### src/hw/rtl/lif_pkg.sv
// Shared types and constants for the leaky integrate-and-fire neuron.
`default_nettype none

package lif_pkg;

    // fixed widths of the channel fields and the register port
    localparam int FIELD_W   = 16;
    localparam int CFG_IDX_W = 8;

    // register indexes
    localparam logic [CFG_IDX_W-1:0] REG_LEAK_RATE         = 8'd0;
    localparam logic [CFG_IDX_W-1:0] REG_FIRE_THRESHOLD    = 8'd1;
    localparam logic [CFG_IDX_W-1:0] REG_REFRACTORY_PERIOD = 8'd2;
    localparam logic [CFG_IDX_W-1:0] REG_TIME_STEP         = 8'd3;

    // register reset values, Q4.12
    localparam logic [FIELD_W-1:0] RST_LEAK_RATE         = 16'd205;   // ~0.05
    localparam logic [FIELD_W-1:0] RST_FIRE_THRESHOLD    = 16'd2048;  // 0.5
    localparam logic [FIELD_W-1:0] RST_REFRACTORY_PERIOD = 16'd8192;  // 2.0
    localparam logic [FIELD_W-1:0] RST_TIME_STEP         = 16'd819;   // ~0.2

    // item modes
    localparam logic MODE_TICK     = 1'b0;
    localparam logic MODE_STIMULUS = 1'b1;

    typedef struct packed {
        logic [FIELD_W-1:0] leak_rate;
        logic [FIELD_W-1:0] fire_threshold;
        logic [FIELD_W-1:0] refractory_period;
        logic [FIELD_W-1:0] time_step;
    } t_cfg;

    typedef struct packed {
        logic               mode;
        logic [FIELD_W-1:0] weight;
    } t_item;

    typedef struct packed {
        logic               fired;
        logic [FIELD_W-1:0] excitation_now;
        logic [FIELD_W-1:0] refractory_left;
    } t_result;

endpackage

`default_nettype wire

### src/hw/rtl/lif_if.sv
// Channel interfaces: input items, result items and register writes.
`default_nettype none

interface lif_in_if;
    logic                        valid;
    logic                        ready;
    logic                        mode;
    logic [lif_pkg::FIELD_W-1:0] weight;

    modport source (output valid, mode, weight, input ready);
    modport sink   (input valid, mode, weight, output ready);
endinterface

interface lif_res_if;
    logic                        valid;
    logic                        ready;
    logic                        fired;
    logic [lif_pkg::FIELD_W-1:0] excitation_now;
    logic [lif_pkg::FIELD_W-1:0] refractory_left;

    modport source (output valid, fired, excitation_now, refractory_left, input ready);
    modport sink   (input valid, fired, excitation_now, refractory_left, output ready);
endinterface

interface lif_cfg_if;
    logic                          valid;
    logic                          ready;
    logic [lif_pkg::CFG_IDX_W-1:0] index;
    logic [lif_pkg::FIELD_W-1:0]   data;

    modport source (output valid, index, data, input ready);
    modport sink   (input valid, index, data, output ready);
endinterface

`default_nettype wire

### src/hw/rtl/lif_cfg_regs.sv
// Register file for the neuron's four configuration registers.
`default_nettype none

module lif_cfg_regs (
    input  wire logic      i_clk,
    input  wire logic      i_rst_n,
    lif_cfg_if.sink        i_cfg,
    output lif_pkg::t_cfg  o_cfg
);

    lif_pkg::t_cfg r_cfg;
    logic          w_wr;

    // writes are always taken; unknown indexes are dropped
    assign i_cfg.ready = 1'b1;
    assign w_wr        = i_cfg.valid;

    always_ff @(posedge i_clk) begin
        if (!i_rst_n) begin
            r_cfg.leak_rate         <= lif_pkg::RST_LEAK_RATE;
            r_cfg.fire_threshold    <= lif_pkg::RST_FIRE_THRESHOLD;
            r_cfg.refractory_period <= lif_pkg::RST_REFRACTORY_PERIOD;
            r_cfg.time_step         <= lif_pkg::RST_TIME_STEP;
        end else if (w_wr) begin
            case (i_cfg.index)
                lif_pkg::REG_LEAK_RATE:         r_cfg.leak_rate         <= i_cfg.data;
                lif_pkg::REG_FIRE_THRESHOLD:    r_cfg.fire_threshold    <= i_cfg.data;
                lif_pkg::REG_REFRACTORY_PERIOD: r_cfg.refractory_period <= i_cfg.data;
                lif_pkg::REG_TIME_STEP:         r_cfg.time_step         <= i_cfg.data;
                default: ;
            endcase
        end
    end

    assign o_cfg = r_cfg;

endmodule

`default_nettype wire

### src/hw/rtl/lif_core.sv
// Neuron state and the single-pass update for one stimulus or tick.
`default_nettype none

module lif_core #(
    parameter int FRAC_BITS   = 12,
    parameter int VALUE_WIDTH = 16
) (
    input  wire logic           i_clk,
    input  wire logic           i_rst_n,
    input  wire logic           i_step,
    input  wire lif_pkg::t_item i_item,
    input  wire lif_pkg::t_cfg  i_cfg,
    output lif_pkg::t_result    o_result
);

    localparam int VW = VALUE_WIDTH;
    localparam int WW = (VW > lif_pkg::FIELD_W) ? VW : lif_pkg::FIELD_W;
    localparam int PW = 2 * VW;
    localparam int DW = PW - FRAC_BITS;
    localparam int CW = (VW > DW) ? VW : DW;

    logic [VW-1:0] r_exc, n_exc;
    logic [VW-1:0] r_refr, n_refr;
    logic [DW-1:0] r_leak_drain;

    // register fields brought to the value width (extend or truncate)
    logic [WW-1:0] w_leak_w, w_step_w, w_period_w, w_thr_w, w_weight_w, w_exc_w;
    logic [VW-1:0] w_leak_v, w_step_v, w_period_v;

    assign w_leak_w   = WW'(i_cfg.leak_rate);
    assign w_step_w   = WW'(i_cfg.time_step);
    assign w_period_w = WW'(i_cfg.refractory_period);
    assign w_thr_w    = WW'(i_cfg.fire_threshold);
    assign w_weight_w = WW'(i_item.weight);
    assign w_exc_w    = WW'(r_exc);
    assign w_leak_v   = w_leak_w[VW-1:0];
    assign w_step_v   = w_step_w[VW-1:0];
    assign w_period_v = w_period_w[VW-1:0];

    // leak per tick depends on registers only; registered ahead of use
    logic [PW-1:0] w_leak_prod;
    assign w_leak_prod = PW'(w_leak_v) * PW'(w_step_v);

    always_ff @(posedge i_clk) begin
        r_leak_drain <= w_leak_prod[PW-1:FRAC_BITS];
    end

    // stimulus: saturating add
    logic [WW:0]   w_sum;
    logic [VW-1:0] w_stim_exc;
    assign w_sum      = {1'b0, w_exc_w} + {1'b0, w_weight_w};
    assign w_stim_exc = (|w_sum[WW:VW]) ? '1 : w_sum[VW-1:0];

    // tick: refractory drain, leak, fire decision
    logic [PW-1:0] w_refr_prod;
    logic [CW-1:0] w_exc_c, w_rdrain_c, w_exc1_c, w_ldrain_c, w_exc2_c;
    logic [VW-1:0] w_refr1;
    logic          w_fire;

    always_comb begin
        w_refr_prod = PW'(r_refr) * PW'(w_step_v);
        w_exc_c     = CW'(r_exc);
        w_rdrain_c  = CW'(w_refr_prod[PW-1:FRAC_BITS]);
        w_ldrain_c  = CW'(r_leak_drain);

        // drain only while refractory time remains
        if (r_refr != '0) begin
            w_exc1_c = (w_exc_c > w_rdrain_c) ? (w_exc_c - w_rdrain_c) : '0;
        end else begin
            w_exc1_c = w_exc_c;
        end
        w_exc2_c = (w_exc1_c > w_ldrain_c) ? (w_exc1_c - w_ldrain_c) : '0;

        w_refr1 = (r_refr > w_step_v) ? (r_refr - w_step_v) : '0;
        w_fire  = (w_exc_w > w_thr_w) && (w_refr1 == '0);
    end

    // next state by mode
    always_comb begin
        case (i_item.mode)
            lif_pkg::MODE_STIMULUS: begin
                n_exc  = w_stim_exc;
                n_refr = r_refr;
            end
            default: begin
                n_exc  = w_fire ? '0 : w_exc2_c[VW-1:0];
                n_refr = w_fire ? w_period_v : w_refr1;
            end
        endcase
    end

    always_ff @(posedge i_clk) begin
        if (!i_rst_n) begin
            r_exc  <= '0;
            r_refr <= '0;
        end else if (i_step) begin
            r_exc  <= n_exc;
            r_refr <= n_refr;
        end
    end

    // result fields, cut to the channel width
    logic [WW-1:0] w_exc_out, w_refr_out;
    assign w_exc_out  = WW'(n_exc);
    assign w_refr_out = WW'(n_refr);

    assign o_result.fired           = (i_item.mode == lif_pkg::MODE_TICK) && w_fire;
    assign o_result.excitation_now  = w_exc_out[lif_pkg::FIELD_W-1:0];
    assign o_result.refractory_left = w_refr_out[lif_pkg::FIELD_W-1:0];

endmodule

`default_nettype wire

### src/hw/rtl/leaky_integrate_fire_neuron.sv
// Top level of the leaky integrate-and-fire neuron.
//
//   channel  | modport       | beat carries
//   ---------+---------------+-------------------------------------------
//   i_in     | lif_in  sink  | mode, weight
//   o_res    | lif_res source| fired, excitation_now, refractory_left
//   i_cfg    | lif_cfg sink  | index, data (register write, always ready)
//
// One result per input beat, one beat per cycle sustained while results are
// taken; the result is registered (input register, then the state update
// with one multiply feeding the result register).
// Reset is synchronous and clears both stages and the neuron state.
// A stalled result holds; one more input beat waits in the input register.
`default_nettype none

module leaky_integrate_fire_neuron #(
    parameter int FRAC_BITS   = 12,
    parameter int VALUE_WIDTH = 16
) (
    input  wire logic  i_clk,
    input  wire logic  i_rst_n,
    lif_in_if.sink     i_in,
    lif_res_if.source  o_res,
    lif_cfg_if.sink    i_cfg
);

    lif_pkg::t_cfg    w_cfg;
    lif_pkg::t_item   r_item;
    lif_pkg::t_result w_result, r_result;
    logic             r_in_valid, r_out_valid;
    logic             w_adv, w_in_acc;

    lif_cfg_regs u_cfg (
        .i_clk   (i_clk),
        .i_rst_n (i_rst_n),
        .i_cfg   (i_cfg),
        .o_cfg   (w_cfg)
    );

    // stage handshake
    assign w_adv      = r_in_valid && (!r_out_valid || o_res.ready);
    assign i_in.ready = !r_in_valid || w_adv;
    assign w_in_acc   = i_in.valid && i_in.ready;

    // input register
    always_ff @(posedge i_clk) begin
        if (!i_rst_n) begin
            r_in_valid <= 1'b0;
        end else if (w_in_acc) begin
            r_in_valid <= 1'b1;
        end else if (w_adv) begin
            r_in_valid <= 1'b0;
        end
    end

    always_ff @(posedge i_clk) begin
        if (w_in_acc) begin
            r_item.mode   <= i_in.mode;
            r_item.weight <= i_in.weight;
        end
    end

    lif_core #(
        .FRAC_BITS   (FRAC_BITS),
        .VALUE_WIDTH (VALUE_WIDTH)
    ) u_core (
        .i_clk    (i_clk),
        .i_rst_n  (i_rst_n),
        .i_step   (w_adv),
        .i_item   (r_item),
        .i_cfg    (w_cfg),
        .o_result (w_result)
    );

    // result register
    always_ff @(posedge i_clk) begin
        if (!i_rst_n) begin
            r_out_valid <= 1'b0;
        end else if (w_adv) begin
            r_out_valid <= 1'b1;
        end else if (o_res.ready) begin
            r_out_valid <= 1'b0;
        end
    end

    always_ff @(posedge i_clk) begin
        if (w_adv) begin
            r_result <= w_result;
        end
    end

    assign o_res.valid           = r_out_valid;
    assign o_res.fired           = r_result.fired;
    assign o_res.excitation_now  = r_result.excitation_now;
    assign o_res.refractory_left = r_result.refractory_left;

endmodule

`default_nettype wire

### src/flat_wrapper.sv
// flat-port wrapper written by rule: the top's interface ports become plain ports
module leaky_integrate_fire_neuron_flat 
#(
    parameter int FRAC_BITS   = 12,
    parameter int VALUE_WIDTH = 16
)
  (i_clk, i_rst_n, i_in_valid, i_in_mode, i_in_weight, i_in_ready, o_res_valid, o_res_fired, o_res_excitation_now, o_res_refractory_left, o_res_ready, i_cfg_valid, i_cfg_index, i_cfg_data, i_cfg_ready);
  lif_in_if i_in_i ();
  lif_res_if o_res_i ();
  lif_cfg_if i_cfg_i ();
  input  wire logic i_clk;
  input  wire logic i_rst_n;
  input wire logic [$bits(i_in_i.valid)-1:0] i_in_valid;
  input wire logic [$bits(i_in_i.mode)-1:0] i_in_mode;
  input wire logic [$bits(i_in_i.weight)-1:0] i_in_weight;
  output wire logic [$bits(i_in_i.ready)-1:0] i_in_ready;
  output wire logic [$bits(o_res_i.valid)-1:0] o_res_valid;
  output wire logic [$bits(o_res_i.fired)-1:0] o_res_fired;
  output wire logic [$bits(o_res_i.excitation_now)-1:0] o_res_excitation_now;
  output wire logic [$bits(o_res_i.refractory_left)-1:0] o_res_refractory_left;
  input wire logic [$bits(o_res_i.ready)-1:0] o_res_ready;
  input wire logic [$bits(i_cfg_i.valid)-1:0] i_cfg_valid;
  input wire logic [$bits(i_cfg_i.index)-1:0] i_cfg_index;
  input wire logic [$bits(i_cfg_i.data)-1:0] i_cfg_data;
  output wire logic [$bits(i_cfg_i.ready)-1:0] i_cfg_ready;
  assign i_in_i.valid = i_in_valid;
  assign i_in_i.mode = i_in_mode;
  assign i_in_i.weight = i_in_weight;
  assign i_in_ready = i_in_i.ready;
  assign o_res_valid = o_res_i.valid;
  assign o_res_fired = o_res_i.fired;
  assign o_res_excitation_now = o_res_i.excitation_now;
  assign o_res_refractory_left = o_res_i.refractory_left;
  assign o_res_i.ready = o_res_ready;
  assign i_cfg_i.valid = i_cfg_valid;
  assign i_cfg_i.index = i_cfg_index;
  assign i_cfg_i.data = i_cfg_data;
  assign i_cfg_ready = i_cfg_i.ready;
  leaky_integrate_fire_neuron #(.FRAC_BITS(FRAC_BITS), .VALUE_WIDTH(VALUE_WIDTH)) u_core (.i_clk(i_clk), .i_rst_n(i_rst_n), .i_in(i_in_i), .o_res(o_res_i), .i_cfg(i_cfg_i));
endmodule
### config.mk
export PLATFORM = sky130hd
export DESIGN_NAME = leaky_integrate_fire_neuron_flat
export DESIGN_NICKNAME = d
export VERILOG_FILES = /design/src/hw/rtl/lif_pkg.sv /design/src/hw/rtl/lif_if.sv /design/src/hw/rtl/lif_cfg_regs.sv /design/src/hw/rtl/lif_core.sv /design/src/hw/rtl/leaky_integrate_fire_neuron.sv /design/src/flat_wrapper.sv
export SDC_FILE = /design/constraint.sdc
export NUM_CORES = 2
export LEC_CHECK = 0
export ABC_AREA = 1
export BUFFER_PORTS_ARGS = -buffer_cell sky130_fd_sc_hd__buf_2
export CORE_MARGIN = 2
export CORE_UTILIZATION = 48
export CTS_CLUSTER_SIZE = 24
export DETAILED_ROUTE_END_ITERATION = 7
export PLACE_DENSITY = 0.71
export SKIP_CTS_REPAIR_TIMING = 1
export SYNTH_ARGS = -nofsm -noshare
export SYNTH_HDL_FRONTEND = slang
export SYNTH_SLANG_ARGS = --single-unit
### constraint.sdc
create_clock -name i_clk -period 28.3 [get_ports i_clk]
set_clock_uncertainty 0.15 [all_clocks]
set_input_delay 2.83 -clock i_clk [delete_from_list [all_inputs] [get_ports i_clk]]
set_output_delay 2.83 -clock i_clk [all_outputs]
set_load 0.05 [all_outputs]
==> impl_metrics.toml <==
[finish]
seq_area_um2 = 3860
drive_above_1_share = 0.0544
total_number_of_nets_in_the_final_design = 4454
area_taken_by_multi_input_logic_gates_um2 = 19800
final_core_util = 0.513
number_of_filler_cells_placed_in_the_layout = 5547
area_growth_syn_to_layout_pct = 6.09
layoutNonFillerInstCount = 4496
finalInstanceArea_um2 = 29500

[critical_path]
delay_of_the_slowest_critical_path_stage_ps = 920
nature_of_the_critical_path_endpoint = "register"
worstSetupEndpoint = "u_core.o_res.excitation_now[9]"
worstPathArrival_ps = 10420
critical_path_peak_fanout = 19
startpoint = "u_core.u_core.r_refr[9]"
cp-start-kind = "register"
critPathKind = "reg -> reg"
worstRegToRegCells = 41
cpMostUsedCell = "nand2_1"
critical_path.reg2reg.endpoint = "u_core.o_res.excitation_now[9]"
timing.critical_path.slowest_stage_cell = "dfxtp_1"
worst-endpoint-required_ps = 28350
regToRegSetupSlack_ps = 17940
worst_r2r_startpoint = "u_core.u_core.r_refr[9]"

[yosys]
ys_types = 55
number_of_synthesized_register_bits = 168
synth-warning-count = 0
yosys.area.top_type = "fa_1"
synth.cells.most_frequent = "924 x inv_1, 920 x nand2_1, 390 x fa_1"
seq_area_frac_synth = 0.139
post-synth-top-area-fraction = 0.281
synth.avg_cell_area_um2 = 7.45
synth_enable_flop_cells = 50
ys_async_sr_fraction = 0
synth.top_cells.by_area = "fa_1 28%, ha_1 14%, inv_1 12%, nand2_1 12%, dfxtp_1 8.5%"
primary_ff_master_synth = "dfxtp_1"
post_synth_instance_area_um2 = 27800
postSynthCellCount = 3725
yosysMostFrequentCell = "inv_1"

[sta]
timing.final.max_slew_violations = 0
finalWorstSetupSlack_ps = 17940
report.final.setup_viol = 0
tightest_slew_ps = 1050
final.min_clock_period_ps = 10360
count_of_final_hold_check_violations = 0
setup-tns-final_ps = 0
min_period_over_period = 0.366
f_max_ghz = 0.0965
unrepaired_setup_endpoints_after_global_routing = "false"
worst_slew_margin_rel = 0.300

[placement]
post-dp-hpwl_um = 58400
place_inst = 4463
placed_cell_area_um2 = 28900
placement.io_buffers = 80
dp_slack_ps = 18040
gp_congestion = 0.908

[power]
worst_ir_drop_vdd_uv = 55.1
power_density_nw_per_um2 = 46.5
leakage_power_of_the_design_uw = 0.0165

[detailed_routing]
drt_iter0_drc = 1812
postRouteAntennaNets = 0
firstDrtPassIters = 6
detail_route.wirelength_um = 76000
number_of_vias_in_the_routed_layout = 23300
vias_per_cell = 5.18
remaining_drc_errors = 0
route.detailed.wl_per_inst_um = 16.9

[die]
die_area_um2 = 59800
floorplan.initialDensity = 0.483
design.core.area_um2 = 57500
std_cell_rows = 88
chipWidth_um = 245
die_height_um = 245
boundaryPins = 82

[global_routing]
first_pass_grt_wire_length_um = 124000
grt_usage = 0.263
grt_pass1_vias = 23600
antenna_found_initial = 4
grt_start_max_net_pins = 78
global_route.overflow_total = 0

[clock_tree]
clock_insertion_delay_worst_skew_ps = 450
tritoncts = "done"
cts.reportedPaths.clkPinSlew_ps = 70
cts_made_buffers = 17
cts_max_path_buffers = 2
cts.sink_count = 168
cts_root_buffer = "clkbuf_16"
htreeDepth = 4

[min_path]
min-delay-path-class = "reg -> reg"
min_path_cells = 2

[status]
outcome = "finished clean"

[run]
drv_cap = 0
-- critical path, delay by kind of cell, from the launching register on --
kind,cells,cell delay (ps)
adder cells (fa/ha/maj),9,4140
AO/OA/AOI/OAI,11,2150
AND/OR/NAND/NOR,16,2090
flip-flops,1,920
buffers and inverters,4,540
XOR/XNOR,1,110
-- flip-flops by register name, indices dropped and copies added (netlist names) --
register / flops
u_core.u_core.r_leak_drain: 20
u_core.u_core.r_exc: 16
u_core.r_item: 17
u_core.u_cfg.o_cfg: 64
u_core.o_res.fired: 1
u_core.o_res.refractory_left: 16
u_core.o_res.excitation_now: 16
u_core.u_core.r_refr: 16
u_core.o_res.valid: 1
u_core.r_in_valid: 1
-- metrics by stage --
step	total power (uW)	hold slack, ps
floorplan	888	280
global placement	1120	294
detailed placement	1110	297
CTS	1360	307
global route	1470	323
finish	1370	309
-- how the worst min path moves through the flow --
stage                            from                      to  slack [ps]
2_1_floorplan  u_core.u_cfg.o_cfg[16]  u_core.u_cfg.o_cfg[16]         280
3_5_place_dp   u_core.u_cfg.o_cfg[24]  u_core.u_cfg.o_cfg[24]         300
6_report       u_core.u_cfg.o_cfg[22]  u_core.u_cfg.o_cfg[22]         310
4_1_cts        u_core.u_cfg.o_cfg[24]  u_core.u_cfg.o_cfg[24]         310
5_1_grt        u_core.u_cfg.o_cfg[42]  u_core.u_cfg.o_cfg[42]         320
3_3_place_gp   u_core.u_cfg.o_cfg[23]  u_core.u_cfg.o_cfg[23]         290
-- layer usage --
| layer | wire (um) | track usage | up-vias |
|---|---|---|---|
| met5 | 19 | 0 | - |
| met4 | 2820 | 0.0994 | 4 |
| met3 | 4850 | 0.0375 | 171 |
| met2 | 36600 | 0.444 | 801 |
| met1 | 31800 | 0.343 | 11100 |
| li1 | - | - | 11200 |
-- final cells by class --
class	count	area share
inverters	935	0.119
clock inverters	12	0.00471
clock buffers	20	0.0155
multi-input cells	2469	0.672
diodes	1	0.0000849
repair buffers	126	0.0253
flip-flops and latches	168	0.131
well taps	765	0.0325
-- cells by family after synthesis --
kind of cell,share of synthesized area
other,0.000270
AND/OR/NAND/NOR,0.193
adder cells (fa/ha/maj),0.417
flip-flops,0.139
XOR/XNOR,0.0246
AO/OA/AOI/OAI,0.0776
buffers and inverters,0.149
-- report_power, final --
| group | internal [uW] | switching [uW] | leakage (uW) |
|---|---|---|---|
| logic | 289 | 550 | 0.0148 |
| registers | 271 | 16.8 | 0.00144 |
| clock network | 136 | 107 | 0.000290 |
-- cells in the final DEF, fill, tap and decap left out, types with 5 or more instances in the layout --
cell type    n
dfxtp_1    118
inv_2        7
o21ai_1     14
nand3_2      8
nand4_1     32
nor3_1      19
o31ai_1      6
fa_1       390
o211ai_1    10
nand2_2     13
buf_4       46
xor2_1      44
nor2_1     159
nor2_2       6
nand3b_1     8
nand3_1    127
a21oi_1    188
nand2_1    920
inv_1      924
edfxtp_1    50
buf_2       80
a21o_1       7
xnor2_1     34
o21bai_1     8
clkbuf_16   18
ha_1       301
a31oi_1      8
o21a_1       5
o21ai_0    123
o221ai_1     5
(Power assumes the default switching activity.)
